File: config.mk
export PLATFORM = sky130hd
export DESIGN_NAME = pid_axis_controller_unit
export DESIGN_NICKNAME = d
export VERILOG_FILES = /design/src/hdl/pidc_pkg.sv /design/src/hdl/pid_axis_controller_unit.sv /design/src/hdl/pidc_ctrl.sv /design/src/hdl/pidc_dp.sv
export SDC_FILE = /design/constraint.sdc
export NUM_CORES = 2
export LEC_CHECK = 0
export CORE_MARGIN = 2
export CORE_UTILIZATION = 51
export CTS_CLUSTER_SIZE = 20
export DETAILED_ROUTE_END_ITERATION = 10
export DONT_BUFFER_PORTS = 1
export PLACE_DENSITY = 0.76
export SYNTH_ARGS = -nofsm -noshare
export SYNTH_HDL_FRONTEND = slang
export SYNTH_HIERARCHICAL = 1
export SYNTH_SLANG_ARGS = --single-unit
export TNS_END_PERCENT = 10
File: constraint.sdc
create_clock -name clock -period 22.6 [get_ports clock]
set_input_delay 4.52 -clock clock [delete_from_list [all_inputs] [get_ports clock]]
set_output_delay 4.52 -clock clock [all_outputs]
set_load 0.05 [all_outputs]
File: src/hdl/pidc_pkg.sv
// Shared types and constants of the single-axis PID controller.
package pidc_pkg;

   // Request command codes
   localparam logic [1:0] CMD_UPDATE        = 2'd0;
   localparam logic [1:0] CMD_FULL_RESET    = 2'd1;
   localparam logic [1:0] CMD_PARTIAL_RESET = 2'd2;

   // Configuration register indexes
   localparam int         CSR_INDEX_W        = 3;
   localparam logic [2:0] CSR_GAIN_P         = 3'd0;
   localparam logic [2:0] CSR_GAIN_I         = 3'd1;
   localparam logic [2:0] CSR_GAIN_D         = 3'd2;
   localparam logic [2:0] CSR_INTEGRAL_LIMIT = 3'd3;
   localparam logic [2:0] CSR_OUTPUT_LIMIT   = 3'd4;

   // Configuration reset values
   localparam logic [15:0] GAIN_P_RESET         = 16'd6144;
   localparam logic [15:0] GAIN_I_RESET         = 16'd205;
   localparam logic [15:0] GAIN_D_RESET         = 16'd0;
   localparam logic [14:0] INTEGRAL_LIMIT_RESET = 15'd128;
   localparam logic [14:0] OUTPUT_LIMIT_RESET   = 15'd384;

   // Divider: two quotient bits per cycle over a 50-bit dividend
   localparam int DIV_WIDTH = 50;
   localparam int DIV_STEPS = DIV_WIDTH / 2;
   localparam int DIV_CNT_W = $clog2(DIV_STEPS);

   // Datapath operation selected by the controller in each cycle
   typedef enum logic [2:0] {
      OP_NONE,
      OP_MUL_E,
      OP_ACC,
      OP_MUL_I,
      OP_IDIV,
      OP_IADD,
      OP_DIV_STEP,
      OP_DADD
   } dp_op_type;

   // Commands from controller to datapath
   typedef struct packed {
      logic      capture;
      logic      clr_state;
      logic      clr_flag;
      logic      load_out;
      dp_op_type op;
   } ctrl_cmd_type;

endpackage

File: src/hdl/pid_axis_controller_unit.sv
// Top level of the single-axis PID controller with anti-windup clamp.
//
// Usage:
//   Requests arrive on req_* (valid/ready): command, setpoint, measured and
//   step_time. An update request yields one response on rsp_* (drive,
//   skipped); full and partial reset requests and the unused command code
//   yield none. csr_* writes the gains and limits by register index; it is
//   always ready, but the user must write it only while no request is in
//   flight; the block itself does not enforce this.
//   Sequence: an update with nonzero step_time runs seven sequencer steps
//   around one shared 33x17 multiplier plus the two-bit-per-cycle
//   derivative divider; one with zero step_time goes straight to output.
//   Reset commands finish in the idle state. One request at a time: a new
//   request is accepted only once the controller is back in idle.
//   Reset: clears the integral, the stored error and the first-update flag,
//   and restores default gains and limits.
//   Stall: a finished response waits in the output register; the next
//   request is still accepted and runs until its own response is due.
module pid_axis_controller_unit (
   input  logic                   clock,
   input  logic                   reset,
   input  logic                   req_valid,
   output logic                   req_ready,
   input  logic [1:0]             req_command,
   input  logic signed [15:0]     req_setpoint,
   input  logic signed [15:0]     req_measured,
   input  logic [15:0]            req_step_time,
   output logic                   rsp_valid,
   input  logic                   rsp_ready,
   output logic signed [15:0]     rsp_drive,
   output logic                   rsp_skipped,
   input  logic                   csr_valid,
   output logic                   csr_ready,
   input  logic [pidc_pkg::CSR_INDEX_W-1:0] csr_index,
   input  logic [15:0]            csr_data
);
   import pidc_pkg::*;

   ctrl_cmd_type ctl;
   logic         dt_zero;
   logic         csr_write;

   assign csr_ready = 1'b1;
   assign csr_write = csr_valid & csr_ready;

   pidc_ctrl u_ctrl (
      .clock       (clock),
      .reset       (reset),
      .req_valid   (req_valid),
      .req_ready   (req_ready),
      .req_command (req_command),
      .dt_zero     (dt_zero),
      .rsp_valid   (rsp_valid),
      .rsp_ready   (rsp_ready),
      .ctl         (ctl)
   );

   pidc_dp u_dp (
      .clock         (clock),
      .reset         (reset),
      .ctl           (ctl),
      .req_setpoint  (req_setpoint),
      .req_measured  (req_measured),
      .req_step_time (req_step_time),
      .dt_zero       (dt_zero),
      .csr_write     (csr_write),
      .csr_index     (csr_index),
      .csr_data      (csr_data),
      .rsp_drive     (rsp_drive),
      .rsp_skipped   (rsp_skipped)
   );

endmodule

File: src/hdl/pidc_ctrl.sv
// Controller state machine that sequences one PID request through the datapath.
module pidc_ctrl (
   input  logic                  clock,
   input  logic                  reset,
   input  logic                  req_valid,
   output logic                  req_ready,
   input  logic [1:0]            req_command,
   input  logic                  dt_zero,
   output logic                  rsp_valid,
   input  logic                  rsp_ready,
   output pidc_pkg::ctrl_cmd_type ctl
);
   import pidc_pkg::*;

   typedef enum logic [3:0] {
      ST_IDLE,
      ST_MUL_E,
      ST_ACC,
      ST_MUL_I,
      ST_IDIV,
      ST_IADD,
      ST_DIV,
      ST_DADD,
      ST_OUT
   } state_type;

   state_type              state_ff, state_in;
   logic [DIV_CNT_W-1:0]   cnt_ff, cnt_in;
   logic                   rsp_valid_ff, rsp_valid_in;

   // Sequence the steps of one request
   always_comb begin
      state_in     = state_ff;
      cnt_in       = cnt_ff;
      rsp_valid_in = rsp_valid_ff & ~rsp_ready;
      ctl          = '0;
      ctl.op       = OP_NONE;
      unique case (state_ff)
         ST_IDLE: begin
            if (req_valid) begin
               if (req_command == CMD_UPDATE) begin
                  ctl.capture = 1'b1;
                  state_in    = dt_zero ? ST_OUT : ST_MUL_E;
               end else if (req_command == CMD_FULL_RESET) begin
                  ctl.clr_state = 1'b1;
                  ctl.clr_flag  = 1'b1;
               end else if (req_command == CMD_PARTIAL_RESET) begin
                  ctl.clr_state = 1'b1;
               end
            end
         end
         ST_MUL_E: begin
            ctl.op   = OP_MUL_E;
            state_in = ST_ACC;
         end
         ST_ACC: begin
            ctl.op   = OP_ACC;
            state_in = ST_MUL_I;
         end
         ST_MUL_I: begin
            ctl.op   = OP_MUL_I;
            state_in = ST_IDIV;
         end
         ST_IDIV: begin
            ctl.op   = OP_IDIV;
            state_in = ST_IADD;
         end
         ST_IADD: begin
            ctl.op   = OP_IADD;
            cnt_in   = DIV_CNT_W'(DIV_STEPS - 1);
            state_in = ST_DIV;
         end
         ST_DIV: begin
            ctl.op = OP_DIV_STEP;
            if (cnt_ff == '0) begin
               state_in = ST_DADD;
            end else begin
               cnt_in = cnt_ff - 1'b1;
            end
         end
         ST_DADD: begin
            ctl.op   = OP_DADD;
            state_in = ST_OUT;
         end
         ST_OUT: begin
            // hold until the output register is free
            if (!rsp_valid_ff || rsp_ready) begin
               ctl.load_out = 1'b1;
               rsp_valid_in = 1'b1;
               state_in     = ST_IDLE;
            end
         end
         default: begin
            state_in = ST_IDLE;
         end
      endcase
   end

   always_ff @(posedge clock) begin
      if (reset) begin
         state_ff     <= ST_IDLE;
         cnt_ff       <= '0;
         rsp_valid_ff <= 1'b0;
      end else begin
         state_ff     <= state_in;
         cnt_ff       <= cnt_in;
         rsp_valid_ff <= rsp_valid_in;
      end
   end

   assign req_ready = (state_ff == ST_IDLE);
   assign rsp_valid = rsp_valid_ff;

endmodule

File: src/hdl/pidc_dp.sv
// Datapath of the PID controller: registers, shared multiplier, divider and saturation.
module pidc_dp (
   input  logic                   clock,
   input  logic                   reset,
   input  pidc_pkg::ctrl_cmd_type ctl,
   input  logic signed [15:0]     req_setpoint,
   input  logic signed [15:0]     req_measured,
   input  logic [15:0]            req_step_time,
   output logic                   dt_zero,
   input  logic                   csr_write,
   input  logic [pidc_pkg::CSR_INDEX_W-1:0] csr_index,
   input  logic [15:0]            csr_data,
   output logic signed [15:0]     rsp_drive,
   output logic                   rsp_skipped
);
   import pidc_pkg::*;

   // Configuration
   logic [15:0] gain_p_ff, gain_i_ff, gain_d_ff;
   logic [14:0] int_limit_ff, out_limit_ff;

   // Controller state
   logic signed [31:0] integ_ff, integ_in;
   logic signed [16:0] last_err_ff;
   logic               have_last_ff;

   // Per-request working registers
   logic signed [16:0]          err_ff;
   logic signed [17:0]          diff_ff;
   logic [15:0]                 dt_ff;
   logic                        hl_ff;
   logic                        skip_ff;
   logic signed [49:0]          prod_ff;
   logic signed [33:0]          iterm_ff;
   logic signed [51:0]          total_ff, total_in;
   logic [DIV_WIDTH-1:0]        quo_ff, quo_in;
   logic [15:0]                 rem_ff, rem_in;
   logic                        dsign_ff;
   logic signed [15:0]          drive_ff;
   logic                        skipped_ff;

   // Error and derivative difference of the incoming request
   logic signed [16:0] err_new;
   logic signed [17:0] diff_new;

   assign dt_zero  = (req_step_time == '0);
   assign err_new  = 17'(req_setpoint) - 17'(req_measured);
   assign diff_new = 18'(err_new) - 18'(last_err_ff);

   // Shared multiplier, operands selected by the current step
   logic signed [32:0] mul_a;
   logic signed [16:0] mul_b;
   logic signed [49:0] mul_p;

   always_comb begin
      unique case (ctl.op)
         OP_MUL_E: begin
            mul_a = 33'(err_ff);
            mul_b = $signed({1'b0, dt_ff});
         end
         OP_ACC: begin
            mul_a = 33'(err_ff);
            mul_b = $signed({1'b0, gain_p_ff});
         end
         OP_MUL_I: begin
            mul_a = 33'(integ_ff);
            mul_b = $signed({1'b0, gain_i_ff});
         end
         OP_IDIV: begin
            mul_a = 33'(diff_ff);
            mul_b = $signed({1'b0, gain_d_ff});
         end
         default: begin
            mul_a = '0;
            mul_b = '0;
         end
      endcase
   end

   assign mul_p = mul_a * mul_b;

   // Integral accumulate with anti-windup clamp
   logic signed [33:0] acc_sum, ilim;

   always_comb begin
      ilim    = $signed({3'b000, int_limit_ff, 16'h0000});
      acc_sum = 34'(integ_ff) + $signed(prod_ff[33:0]);
      if (acc_sum > ilim) begin
         integ_in = ilim[31:0];
      end else if (acc_sum < -ilim) begin
         integ_in = 32'(-ilim);
      end else begin
         integ_in = acc_sum[31:0];
      end
   end

   // Integral term: divide by 2^16 truncating toward zero
   logic signed [49:0] ibias_sum;
   assign ibias_sum = prod_ff + (prod_ff[49] ? 50'sd65535 : 50'sd0);

   // Derivative magnitude for the divider
   logic signed [49:0] prod_abs;
   assign prod_abs = prod_ff[49] ? -prod_ff : prod_ff;

   // Divider: two restoring steps per cycle
   logic [16:0] r1, r1s, r2, r2s;
   logic        ge1, ge2;

   always_comb begin
      r1  = {rem_ff, quo_ff[DIV_WIDTH-1]};
      ge1 = (r1 >= {1'b0, dt_ff});
      r1s = ge1 ? (r1 - {1'b0, dt_ff}) : r1;
      r2  = {r1s[15:0], quo_ff[DIV_WIDTH-2]};
      ge2 = (r2 >= {1'b0, dt_ff});
      r2s = ge2 ? (r2 - {1'b0, dt_ff}) : r2;
   end

   logic signed [51:0] dquo;
   assign dquo = $signed({2'b00, quo_ff});

   // Next value of the working registers per step
   always_comb begin
      total_in = total_ff;
      quo_in   = quo_ff;
      rem_in   = rem_ff;
      unique case (ctl.op)
         OP_MUL_I: total_in = 52'(prod_ff);
         OP_IADD: begin
            total_in = total_ff + 52'(iterm_ff);
            quo_in   = hl_ff ? {prod_abs[33:0], 16'h0000} : '0;
            rem_in   = '0;
         end
         OP_DIV_STEP: begin
            quo_in = {quo_ff[DIV_WIDTH-3:0], ge1, ge2};
            rem_in = r2s[15:0];
         end
         OP_DADD: total_in = dsign_ff ? (total_ff - dquo) : (total_ff + dquo);
         default: begin
         end
      endcase
   end

   // Final divide by 2^12 toward zero and output saturation
   logic signed [51:0] tbias;
   logic signed [39:0] tshift, olim;
   logic signed [15:0] drive_sat;

   always_comb begin
      tbias  = total_ff + (total_ff[51] ? 52'sd4095 : 52'sd0);
      tshift = tbias[51:12];
      olim   = $signed({25'd0, out_limit_ff});
      if (tshift > olim) begin
         drive_sat = olim[15:0];
      end else if (tshift < -olim) begin
         drive_sat = 16'(-olim);
      end else begin
         drive_sat = tshift[15:0];
      end
   end

   // Configuration and controller state
   always_ff @(posedge clock) begin
      if (reset) begin
         gain_p_ff    <= GAIN_P_RESET;
         gain_i_ff    <= GAIN_I_RESET;
         gain_d_ff    <= GAIN_D_RESET;
         int_limit_ff <= INTEGRAL_LIMIT_RESET;
         out_limit_ff <= OUTPUT_LIMIT_RESET;
         integ_ff     <= '0;
         last_err_ff  <= '0;
         have_last_ff <= 1'b0;
      end else begin
         if (csr_write) begin
            unique case (csr_index)
               CSR_GAIN_P:         gain_p_ff    <= csr_data;
               CSR_GAIN_I:         gain_i_ff    <= csr_data;
               CSR_GAIN_D:         gain_d_ff    <= csr_data;
               CSR_INTEGRAL_LIMIT: int_limit_ff <= csr_data[14:0];
               CSR_OUTPUT_LIMIT:   out_limit_ff <= csr_data[14:0];
               default: begin
               end
            endcase
         end
         if (ctl.clr_state) begin
            integ_ff    <= '0;
            last_err_ff <= '0;
         end
         if (ctl.clr_flag) begin
            have_last_ff <= 1'b0;
         end
         if (ctl.capture && !dt_zero) begin
            last_err_ff  <= err_new;
            have_last_ff <= 1'b1;
         end
         if (ctl.op == OP_ACC) begin
            integ_ff <= integ_in;
         end
      end
   end

   // Working registers (payload, no reset)
   always_ff @(posedge clock) begin
      if (ctl.capture) begin
         skip_ff <= dt_zero;
         err_ff  <= err_new;
         diff_ff <= diff_new;
         dt_ff   <= req_step_time;
         hl_ff   <= have_last_ff;
      end
      if (ctl.op == OP_MUL_E || ctl.op == OP_ACC || ctl.op == OP_MUL_I ||
          ctl.op == OP_IDIV) begin
         prod_ff <= mul_p;
      end
      if (ctl.op == OP_IDIV) begin
         iterm_ff <= ibias_sum[49:16];
      end
      if (ctl.op == OP_IADD) begin
         dsign_ff <= prod_ff[49];
      end
      total_ff <= total_in;
      quo_ff   <= quo_in;
      rem_ff   <= rem_in;
      if (ctl.load_out) begin
         drive_ff   <= skip_ff ? 16'sd0 : drive_sat;
         skipped_ff <= skip_ff;
      end
   end

   assign rsp_drive   = drive_ff;
   assign rsp_skipped = skipped_ff;

endmodule
==> qor.csv <==
metric,value,unit
drive_above_1_share,0.0397,
critPathTopFamily,adder cells,
hold_violations,0,
setup.worst_path.class,reg -> reg,
area_growth,5.60,%
cp-start-kind,flop,
core,0.0953,mm²
synth_cell_types,100,
insertion_delay,0.60,ns
die_h,314,µm
endpoint_kind,flop,
gp_congestion,0.991,
dieArea,0.0989,mm²
cpPeakStageDelay,0.83,ns
finalSetupViolCount,0,
synth_cells,5750,
swShare,0.338,
cts_made_buffers,44,
hold_path.class,reg -> reg,
critPathMostFrequentCell,fa_1,
firstDrtPassIters,6,
grt_max_degree,115,
power_density,43.9,mW/mm²
synth_edf_count,273,
hpwl,111000,µm
synthArstFlopShare,0,
synth_warnings,6,
power_frac_comb,0.270,
switchingPower,0.771,mW
worst_pin_slew,1.24,ns
start_util,0.516,
grt_pass1_vias,40700,
timing.fmax,0.0997,GHz
syn_area,0.0491,mm²
avgSynthCellArea,8.55,µm²
io_buffers,0,
place_inst,6831,
n_fill_cell,8578,
crit_arrival,10.36,ns
cp_max_fo,29,
leakagePower,22.8,nW
clockRootBuffer,clkbuf_16,
ant_nets,0,
ctsHoldBuffers,0,
worst_path_max_delay_cell,nor2b_1,
max-vdd-ir-drop,48.0,µV
htreeDepth,2,
dieWidth,314,µm
placed_area,0.0504,mm²
clk_path_buf_depth,3,
cts_tree,done,
ys_seq_area_frac,0.223,
drt_iter0_drc,3931,
cts-resized-gates,0,
drt-total-wl,142000,µm
pwr-share-clk,0.337,
num_vias,41100,
antenna_cells,0,
antenna_found_initial,1,
critPathRequiredTime,22.93,ns
syn_nets,6712,
period_share,0.444,
period_minus_slack,10.03,ns
cts_sinks,411,
tns,0,ns
maxCapViolations,0,
layout.cells.non_filler,6913,
route.detailed.drc,0,
via_per_inst,5.95,
p_int,1.51,mW
avgRoutedWirePerCell,20.6,µm
nets,6574,
rows,113,
fin_skew,0.0268,ns
rsz0062_at_grt,false,
relSlewSlack,0.172,
finalMaxSlewViolations,0,
grt_pass1_wl,223000,µm
power_frac_seq,0.393,
path_buf_inv,6,
post_cts_buffers,0,
grt_util_all_layers,0.287,
clkTransAtPathRegs,0.07,ns
grt.overflow.total,0,
status,completed,
ios,94,
synthFlopType,edfxtp_1,
fin_area,0.0519,mm²
yosys_register_bits,411,
-- worst reg2reg max path, delay by kind of cell, from the launching register on --
| family | cells | cell delay (ns) |
|---|---|---|
| fa+ha+maj | 7 | 3.49 |
| compound gates | 10 | 2.46 |
| simple gates | 6 | 2.05 |
| buf+inv | 6 | 1.10 |
| flops | 1 | 0.52 |
| xor+xnor | 1 | 0.16 |
-- area by class of cell --
cell class	instances	area, µm²	area share
multi-input cells	4295	34400	0.663
flip-flops and latches	411	11000	0.211
inverters	802	3010	0.0580
well taps	1265	1580	0.0305
clock buffers	60	1310	0.0252
repair buffers	58	435	0.00839
clock inverters	22	215	0.00415
-- sequential cells by signal, summed over array words and instances, names as in the netlist, 17 cells and up --
register,cells
u_dp/err_ff,17
u_dp/prod_ff,50
u_dp/total_ff,52
u_dp/integ_ff,32
u_dp/last_err_ff,17
u_dp/iterm_ff,34
u_dp/diff_ff,18
u_dp/quo_ff,50
-- cells in the mapped netlist (89+ instances only) --
cell	count	share of area
a21o_1	103	0.016
a21oi_1	369	0.038
clkbuf_1	204	0.016
dfxtp_1	138	0.056
edfxtp_1	273	0.17
fa_1	499	0.20
ha_1	389	0.099
inv_1	800	0.061
nand2_1	810	0.062
nand3_1	89	0.0091
nor2_1	461	0.035
nor3_1	94	0.0096
o21ai_0	242	0.025
xnor2_1	231	0.041
xor2_1	131	0.023
-- logic make-up (layout without fill, tap and decap cells) --
| logic type | after synthesis | count (layout) | synth area share |
|---|---|---|---|
| simple gates | 1886 | 1886 | 0.176 |
| compound gates | 1093 | 1093 | 0.140 |
| buf+inv | 1044 | 942 | 0.0809 |
| fa+ha+maj | 888 | 888 | 0.302 |
| flops | 411 | 411 | 0.223 |
| xor+xnor | 362 | 362 | 0.0645 |
| mux | 65 | 65 | 0.0140 |
| other cells | 1 | 1 | 0.0000763 |
-- layout by cell type, fill, tap and decap left out, types with 39 or more instances in the layout --
cell type,netlist,final
a21o_1,103,103
a21oi_1,369,369
a22o_1,47,47
and2_1,39,39
and3_1,65,64
buf_4,1,58
clkbuf_16,0,49
dfxtp_1,138,138
edfxtp_1,273,273
fa_1,499,499
ha_1,389,389
inv_1,800,800
nand2_1,810,808
nand2b_1,49,48
nand3_1,89,89
nand4_1,51,51
nor2_1,461,458
nor2b_1,57,55
nor3_1,94,92
o21ai_0,242,240
xnor2_1,231,230
xor2_1,131,131
-- power by group through the flow --
| stage | Combinational (mW) | Sequential [mW] | Clock, mW |
|---|---|---|---|
| after floorplan | 0.449 | 0.880 | 0 |
| after global placement | 0.583 | 0.909 | 0 |
| after detailed placement | 0.597 | 0.910 | 0 |
| after CTS | 0.602 | 0.893 | 0.778 |
| after global routing | 0.675 | 0.897 | 0.805 |
| final | 0.614 | 0.897 | 0.769 |
-- path summary, 6_finish.rpt --
check | start | cells after the start | endpoint | slack, ns
max | u_ctrl/state_ff[0] | 30 | u_dp/prod_ff[46] | 12.57
min | u_dp/gain_p_ff[14] | 2 | u_dp/gain_p_ff[14] | 0.45
max reg2reg | u_ctrl/state_ff[0] | 30 | u_dp/prod_ff[46] | 12.57
min reg2reg | u_dp/gain_p_ff[14] | 2 | u_dp/gain_p_ff[14] | 0.45
-- metrics by stage --
step	utilization	hold slack [ns]	worst slack [ns]	total power, mW
global placement	0.529	0.442	12.93	1.49
CTS	0.545	0.456	12.71	2.27
detailed placement	0.529	0.448	12.71	1.51
global route	0.545	0.476	12.08	2.38
floorplan	-	0.409	12.84	1.33
finish	0.545	0.454	12.57	2.28
-- layer usage --
metal | global-route usage | up-vias | wire (µm)
met2 | 0.474 | 1972 | 65700
met1 | 0.363 | 19800 | 55200
met5 | 0 | - | 13
met3 | 0.0569 | 406 | 14000
li1 | - | 18900 | -
met4 | 0.130 | 2 | 7420
No activity file was read; power rests on OpenSTA's default activity.
